File: config.mk
export PLATFORM = sky130hd
export DESIGN_NAME = fdp_fma
export DESIGN_NICKNAME = d
export VERILOG_FILES = /design/src/rtl/fdp_pkg.sv /design/src/rtl/fdp_fma.sv
export SDC_FILE = /design/constraint.sdc
export NUM_CORES = 2
export LEC_CHECK = 0
export BUFFER_PORTS_ARGS = -buffer_cell sky130_fd_sc_hd__buf_4
export CORE_MARGIN = 10
export CORE_UTILIZATION = 50
export CTS_BUF_LIST = sky130_fd_sc_hd__clkbuf_8 sky130_fd_sc_hd__clkbuf_16
export CTS_CLUSTER_SIZE = 16
export DETAILED_ROUTE_END_ITERATION = 6
export GPL_ROUTABILITY_DRIVEN = 1
export GPL_TIMING_DRIVEN = 0
export PLACE_DENSITY = 0.78
export REMOVE_ABC_BUFFERS = 1
export SLEW_MARGIN = 20
export SYNTH_ARGS = -nofsm -noshare
export SYNTH_HDL_FRONTEND = slang
export SYNTH_SLANG_ARGS = --single-unit
File: constraint.sdc
create_clock -name clk -period 14.89 [get_ports clk]
set_input_delay 2.2335 -clock clk [delete_from_list [all_inputs] [get_ports clk]]
set_output_delay 2.2335 -clock clk [all_outputs]
set_load 0.01 [all_outputs]
File: src/rtl/fdp_pkg.sv
// shared types, constants and control codes of the float dot product accumulator
package fdp_pkg;

	typedef logic [31:0] f32_t;

	localparam int LANES              = 4;
	localparam int ACC_GROUPS_DEFAULT = 8;
	localparam int FMA_LAT            = 8;

	localparam f32_t F32_QNAN = 32'h7FC0_0000;
	localparam f32_t F32_ONE  = 32'h3F80_0000;
	localparam f32_t F32_INF  = 32'h7F80_0000;
	localparam f32_t F32_ZERO = 32'h0000_0000;

	typedef enum logic [2:0] {
		ST_RUN,
		ST_DRAIN,
		ST_CHECK,
		ST_PAIR,
		ST_WAIT,
		ST_OUT
	} merge_state_t;

	typedef struct packed {
		logic run;
		logic snap;
		logic issue;
		logic load_out;
	} merge_ctl_t;

endpackage

File: src/rtl/fdp_fma.sv
// pipelined single precision fused multiply-add, round to nearest even
module fdp_fma (
	input  logic          clk,
	input  fdp_pkg::f32_t a,
	input  fdp_pkg::f32_t b,
	input  fdp_pkg::f32_t c,
	output fdp_pkg::f32_t r
);

	function automatic logic [5:0] msb_idx(input logic [62:0] v);
		logic [5:0] p;
		p = '0;
		for (int i = 0; i < 63; i++) begin
			if (v[i]) p = 6'(i);
		end
		return p;
	endfunction

	// stage 1: classify, unpack, multiply
	logic              nan_a, nan_b, nan_c, inf_a, inf_b, inf_c, za, zb, zc, sp, sc;
	logic [23:0]       ma, mb, mc;
	logic signed [9:0] ea, eb, ec;
	logic              spec;
	fdp_pkg::f32_t     spec_val;

	always_comb begin
		nan_a = (&a[30:23]) && (|a[22:0]);
		nan_b = (&b[30:23]) && (|b[22:0]);
		nan_c = (&c[30:23]) && (|c[22:0]);
		inf_a = a[30:0] == fdp_pkg::F32_INF[30:0];
		inf_b = b[30:0] == fdp_pkg::F32_INF[30:0];
		inf_c = c[30:0] == fdp_pkg::F32_INF[30:0];
		za    = a[30:0] == 31'd0;
		zb    = b[30:0] == 31'd0;
		zc    = c[30:0] == 31'd0;
		sp    = a[31] ^ b[31];
		sc    = c[31];
		ma    = {|a[30:23], a[22:0]};
		mb    = {|b[30:23], b[22:0]};
		mc    = {|c[30:23], c[22:0]};
		ea    = (a[30:23] == 8'd0) ? -10'sd149 : $signed({2'b00, a[30:23]}) - 10'sd150;
		eb    = (b[30:23] == 8'd0) ? -10'sd149 : $signed({2'b00, b[30:23]}) - 10'sd150;
		ec    = (c[30:23] == 8'd0) ? -10'sd149 : $signed({2'b00, c[30:23]}) - 10'sd150;
		spec     = 1'b1;
		spec_val = fdp_pkg::F32_QNAN;
		if (nan_a || nan_b || nan_c) begin
			spec_val = fdp_pkg::F32_QNAN;
		end else if (inf_a || inf_b) begin
			if (za || zb) spec_val = fdp_pkg::F32_QNAN;
			else if (inf_c && (sc != sp)) spec_val = fdp_pkg::F32_QNAN;
			else spec_val = {sp, fdp_pkg::F32_INF[30:0]};
		end else if (inf_c) begin
			spec_val = c;
		end else if (za || zb) begin
			spec_val = zc ? {sp & sc, 31'd0} : c;
		end else begin
			spec = 1'b0;
		end
	end

	logic [47:0]       prod_s1;
	logic signed [9:0] ep_s1, ec_s1;
	logic [23:0]       mc_s1;
	logic              sp_s1, sc_s1, zc_s1, spec_s1;
	fdp_pkg::f32_t     sv_s1;

	always_ff @(posedge clk) begin
		prod_s1 <= 48'(ma) * 48'(mb);
		ep_s1   <= ea + eb;
		ec_s1   <= ec;
		mc_s1   <= mc;
		sp_s1   <= sp;
		sc_s1   <= sc;
		zc_s1   <= zc;
		spec_s1 <= spec;
		sv_s1   <= spec_val;
	end

	// stage 2: normalize both terms to bit 61
	logic [5:0] pp, pc;
	assign pp = msb_idx({15'd0, prod_s1});
	assign pc = msb_idx({39'd0, mc_s1});

	logic [61:0]       mp_s2, mc_s2;
	logic signed [9:0] ep_s2, ec_s2;
	logic              sp_s2, sc_s2, zc_s2, spec_s2;
	fdp_pkg::f32_t     sv_s2;

	always_ff @(posedge clk) begin
		mp_s2   <= {14'd0, prod_s1} << (6'd61 - pp);
		mc_s2   <= {38'd0, mc_s1} << (6'd61 - pc);
		ep_s2   <= ep_s1 + $signed({4'd0, pp}) - 10'sd61;
		ec_s2   <= ec_s1 + $signed({4'd0, pc}) - 10'sd61;
		sp_s2   <= sp_s1;
		sc_s2   <= sc_s1;
		zc_s2   <= zc_s1;
		spec_s2 <= spec_s1;
		sv_s2   <= sv_s1;
	end

	// stage 3: order by magnitude
	logic               swap;
	logic [61:0]        mbig, msml;
	logic signed [9:0]  ebig, esml;
	logic signed [10:0] dexp;

	always_comb begin
		swap = !zc_s2 && ((ep_s2 < ec_s2) || ((ep_s2 == ec_s2) && (mp_s2 < mc_s2)));
		mbig = swap ? mc_s2 : mp_s2;
		msml = swap ? mp_s2 : mc_s2;
		ebig = swap ? ec_s2 : ep_s2;
		esml = swap ? ep_s2 : ec_s2;
		dexp = 11'(ebig) - 11'(esml);
	end

	logic [61:0]       mbig_s3, msml_s3;
	logic signed [9:0] e_s3;
	logic [5:0]        d_s3;
	logic              s_s3, same_s3, spec_s3;
	fdp_pkg::f32_t     sv_s3;

	always_ff @(posedge clk) begin
		mbig_s3 <= mbig;
		msml_s3 <= msml;
		e_s3    <= ebig;
		d_s3    <= (dexp > 11'sd63) ? 6'd63 : dexp[5:0];
		s_s3    <= swap ? sc_s2 : sp_s2;
		same_s3 <= sp_s2 == sc_s2;
		spec_s3 <= spec_s2;
		sv_s3   <= sv_s2;
	end

	// stage 4: align the smaller term, shifted-out bits fold into bit 0
	logic [61:0] lost_mask;
	assign lost_mask = ~({62{1'b1}} << d_s3);

	logic [61:0]       mbig_s4, malg_s4;
	logic signed [9:0] e_s4;
	logic              s_s4, same_s4, spec_s4;
	fdp_pkg::f32_t     sv_s4;

	always_ff @(posedge clk) begin
		mbig_s4 <= mbig_s3;
		malg_s4 <= (msml_s3 >> d_s3) | {61'd0, |(msml_s3 & lost_mask)};
		e_s4    <= e_s3;
		s_s4    <= s_s3;
		same_s4 <= same_s3;
		spec_s4 <= spec_s3;
		sv_s4   <= sv_s3;
	end

	// stage 5: add or subtract, exact cancellation gives +0
	logic [62:0]       sum_s5;
	logic signed [9:0] e_s5;
	logic              s_s5, z_s5, spec_s5;
	fdp_pkg::f32_t     sv_s5;

	always_ff @(posedge clk) begin
		sum_s5  <= same_s4 ? ({1'b0, mbig_s4} + {1'b0, malg_s4})
		                   : ({1'b0, mbig_s4} - {1'b0, malg_s4});
		z_s5    <= !same_s4 && (mbig_s4 == malg_s4);
		e_s5    <= e_s4;
		s_s5    <= s_s4;
		spec_s5 <= spec_s4;
		sv_s5   <= sv_s4;
	end

	// stage 6: leading one of the sum
	logic [62:0]       sum_s6;
	logic [5:0]        t_s6;
	logic signed [9:0] e_s6;
	logic              s_s6, z_s6, spec_s6;
	fdp_pkg::f32_t     sv_s6;

	always_ff @(posedge clk) begin
		sum_s6  <= sum_s5;
		t_s6    <= msb_idx(sum_s5);
		e_s6    <= e_s5;
		s_s6    <= s_s5;
		z_s6    <= z_s5;
		spec_s6 <= spec_s5;
		sv_s6   <= sv_s5;
	end

	// stage 7: pick the result exponent and cut the mantissa
	logic signed [10:0] q_raw, q_cl, shv, shl;
	logic [5:0]         shr;
	logic [62:0]        lo_mask;
	logic [23:0]        mant_pre;
	logic               guard, sticky;

	always_comb begin
		q_raw   = $signed({5'd0, t_s6}) + 11'(e_s6) - 11'sd23;
		q_cl    = (q_raw < -11'sd149) ? -11'sd149 : q_raw;
		shv     = q_cl - 11'(e_s6);
		shl     = -shv;
		shr     = shv[5:0];
		lo_mask = ~({63{1'b1}} << (shr - 6'd1));
		mant_pre = '0;
		guard    = 1'b0;
		sticky   = 1'b0;
		if (shv <= 11'sd0) begin
			mant_pre = 24'(sum_s6 << shl[4:0]);
		end else if (shv < 11'sd64) begin
			mant_pre = 24'(sum_s6 >> shr);
			guard    = sum_s6[shr - 6'd1];
			sticky   = |(sum_s6 & lo_mask);
		end
	end

	logic [23:0]        mant_s7;
	logic               rnd_s7;
	logic signed [10:0] q_s7;
	logic               s_s7, z_s7, spec_s7;
	fdp_pkg::f32_t      sv_s7;

	always_ff @(posedge clk) begin
		mant_s7 <= mant_pre;
		rnd_s7  <= guard && (sticky || mant_pre[0]);
		q_s7    <= q_cl;
		s_s7    <= s_s6;
		z_s7    <= z_s6;
		spec_s7 <= spec_s6;
		sv_s7   <= sv_s6;
	end

	// stage 8: round up, renormalize on carry, pack
	logic [24:0]        mant_r;
	logic [23:0]        mant_n;
	logic signed [10:0] q_n, be;
	fdp_pkg::f32_t      packed_val;

	always_comb begin
		mant_r = {1'b0, mant_s7} + {24'd0, rnd_s7};
		mant_n = mant_r[24] ? 24'h80_0000 : mant_r[23:0];
		q_n    = mant_r[24] ? q_s7 + 11'sd1 : q_s7;
		be     = q_n + 11'sd150;
		if (!mant_n[23]) packed_val = {s_s7, 8'd0, mant_n[22:0]};
		else if (be >= 11'sd255) packed_val = {s_s7, fdp_pkg::F32_INF[30:0]};
		else packed_val = {s_s7, be[7:0], mant_n[22:0]};
	end

	always_ff @(posedge clk) begin
		if (spec_s7) r <= sv_s7;
		else if (z_s7) r <= fdp_pkg::F32_ZERO;
		else r <= packed_val;
	end

endmodule

==> summary.txt <==
STA
  – Final Hold Violating Endpoints: 0
  – Worst-margin pin slew: 1.01 ns
  – Unrepaired setup endpoints after global routing: no
  – Final clock skew: 0.0394 ns
  – Fin crit period: roughly 10 ns
  – Final Max Slew Viols: 0
  – Setup violators final: 0
  – Hold WS: between 0.3 and 0.4 ns
  – Tcrit/Tclk final: 67.6%
  – FMAX: 0.0994 GHz
  – Fin Setup TNS: 0 ns
  – Max-slew headroom: 32.5%

Synthesis
  – Register bit count reported by yosys: 976
  – Post-synth ARST share: 0%
  – Post-Syn Area: 68200 µm²
  – Sequential area share after synthesis: between 20% and 30%
  – Post-synth top flop: dfxtp_1
  – Ys Warns: 0
  – Post-synth EDFFs: 0
  – Mapped Avg Cell Area: between 8 and 9 µm²
  – Netlist cell types: 94
  – Cells after synthesis: slightly below 8000

Die
  – Num rows: 135
  – Top-Level Pins: approximately 130
  – Die Wd: 389 µm
  – Starting Density: 50.4%
  – Area of the die: 152000 µm²
  – Core footprint: 135000 µm²
  – Die Height: 389 µm

CTS
  – Cts hold-fix bufs: 0
  – CTS tree: built
  – Setup bufs post-CTS: 0
  – Clock-pin slew on the worst setup and hold paths: around 0.070 ns
  – Max Buffers Root-to-Sink: 3
  – Htree depth: 3
  – Root Driver: clkbuf_16
  – CTS sink count: 976
  – Worst skew pair latency: between 0.7 and 0.8 ns
  – CTS resizes: 0
  – Clock buffer count from CTS: 90

Worst setup path
  – Worst-case reg-to-reg path depth: 33
  – Reg2reg setup slack: around 5.8 ns
  – CP dominant cell by count: fa_1
  – Critical Path RT: 15.48 ns
  – CP max-delay cell: nand4_1
  – Startpoint Class: input port
  – WP data arrival: 10.65 ns
  – Critical path buffers and inverters: 4
  – Worst path depth: 26
  – Top delay family on crit path: adder cells
  – CP Max Fanout: 15
  – CP peak stage delay: slightly above 0.6 ns
  – Critical path class: in -> reg
  – Setup crit end kind: flop

Drt
  – Via count: around 56000
  – Met3 routed wirelength: 13500 µm
  – Wire length per cell: just over 20 µm
  – DRT iter0 DRCs: 4925
  – Max Used Layer: met4
  – DR pass1 iterations: 7
  – Drt drc: 16
  – Via density: 5.89
  – WL met2: 94300 µm
  – Antenna viol nets, final: 0
  – Met1 wire length: 76200 µm
  – DRT Wirelength: 194000 µm

Place
  – Port bufs: 128
  – Post-DP HPWL: 149000 µm
  – Dpl cells: 9361
  – RePlAce Congestion: 0.976

Global route
  – Overflow after GRT: 0
  – First-pass GRT wire length: ~310000 µm
  – Vias in the first global route: 56100
  – Initial antenna violation count: 0
  – GRT Total Usage: 24.9%
  – Largest net degree at the start of global routing: 84

Layout
  – Non-Filler Instances: roughly 9500
  – Layout cells sized above 1: about 7.4%
  – Multi-input gate area: 44400 µm²
  – Most frequent cells in the layout: nand2_1 (1009), dfxtp_1 (968), inv_1 (821)
  – Ant. Diodes: 0
  – Area grow syn2layout: 8.82%
  – Fin nets: about 8700
  – Commonest non-fill, non-tap cell in the layout: nand2_1
  – Sequential cell area: 19600 µm²
  – Filler cells: 12000

Outcome
  – Failing checks: design-rule violations
  – Status: finished, violations left

Hold path
  – Hold crit path type: reg -> reg
  – Hold path depth: 0

Flow run
  – Max-cap violation count: 0
-- state kept, by name, summed over array words and instances (netlist names), 11 cells and up --
signal   cells
prod_s1     48
sv_s5       32
sv_s1       32
mant_s7     24
malg_s4     62
sv_s2       32
q_s7        11
mbig_s4     62
mc_s2       62
sum_s6      63
mc_s1       24
sv_s6       32
sv_s3       32
sv_s4       32
r           32
mp_s2       62
msml_s3     62
sum_s5      63
mbig_s3     62
sv_s7       32
-- cells by family (layout without fill, tap and decap cells) --
logic type	Yosys count	count (layout)	synth area share [%]
xor gates and xnor gates	208	208	2.68
adders and majority gates	943	943	22.7
muxes	448	448	8.63
other	1	34	0.00550
buffers and inverters	1246	1162	6.88
AOI/OAI and AO/OA	1615	1615	14.7
and+or+nand+nor	2358	2358	15.8
DFF	976	976	28.6
-- layout make-up --
type / instances / area share, %
Sequential cell: 976 / 26.3
Timing Repair Buffer: 179 / 2.48
Clock buffer: 108 / 3.41
Multi-Input combinational cell: 5606 / 59.7
Tap cell: 1781 / 3.00
Inverter: 820 / 4.15
Clock inverter: 55 / 0.866
-- path summary, 6_finish.rpt --
check / startpoint / to
worst max-delay path: a[23] / prod_s1[44]$_DFF_P_
worst max register to register: e_s6[0]$_DFF_P_ / rnd_s7$_DFF_P_
worst min-delay path: sv_s4[26]$_DFF_P_ / sv_s5[26]$_DFF_P_
worst min register to register: sv_s4[26]$_DFF_P_ / sv_s5[26]$_DFF_P_
-- synthesized netlist by cell type, types with 39 or more instances --
| master | number | area (µm²) |
|---|---|---|
| ha_1 | 450 | 5630 |
| buf_1 | 65 | 244 |
| xnor2_1 | 139 | 1220 |
| nor2_1 | 521 | 1960 |
| nor2b_1 | 63 | 394 |
| mux2_2 | 39 | 439 |
| mux4_2 | 108 | 2430 |
| nand2_1 | 1009 | 3790 |
| fa_1 | 489 | 9790 |
| nor4_1 | 60 | 375 |
| nand3_1 | 102 | 510 |
| dfxtp_1 | 976 | 19500 |
| xor2_1 | 68 | 596 |
| inv_1 | 813 | 3050 |
| a21oi_1 | 453 | 2270 |
| mux2i_1 | 299 | 2990 |
| o22ai_1 | 62 | 388 |
| a21o_1 | 82 | 616 |
| a211oi_1 | 78 | 586 |
| o21ai_0 | 446 | 2230 |
| a31oi_1 | 61 | 382 |
| nand4_1 | 49 | 307 |
| o21bai_1 | 61 | 458 |
| and2_1 | 277 | 1730 |
| o31ai_1 | 42 | 315 |
| nor3_1 | 100 | 500 |
| nand2b_1 | 44 | 275 |
| o211ai_1 | 47 | 353 |
| clkbuf_1 | 347 | 1300 |
-- per-layer routing --
| metal | track usage (%) | up-vias |
|---|---|---|
| met4 | 11.2 | 0 |
| met5 | 0 | - |
| met3 | 3.42 | 533 |
| met2 | 43.4 | 2539 |
| met1 | 30.3 | 26900 |
| li1 | - | 26000 |
-- through the flow --
step	utilization [%]	cell area [µm²]	setup WS (ns)
after floorplan	-	66700	5.10
final	54.8	74200	4.83
after detailed placement	52.4	71000	4.24
after global routing	54.8	74200	4.63
after CTS	54.8	74200	4.96
after global placement	51.6	69900	2.06
Power is not shown: default switching activity piles up to over one toggle a cycle in this logic, so the estimate is an artifact.
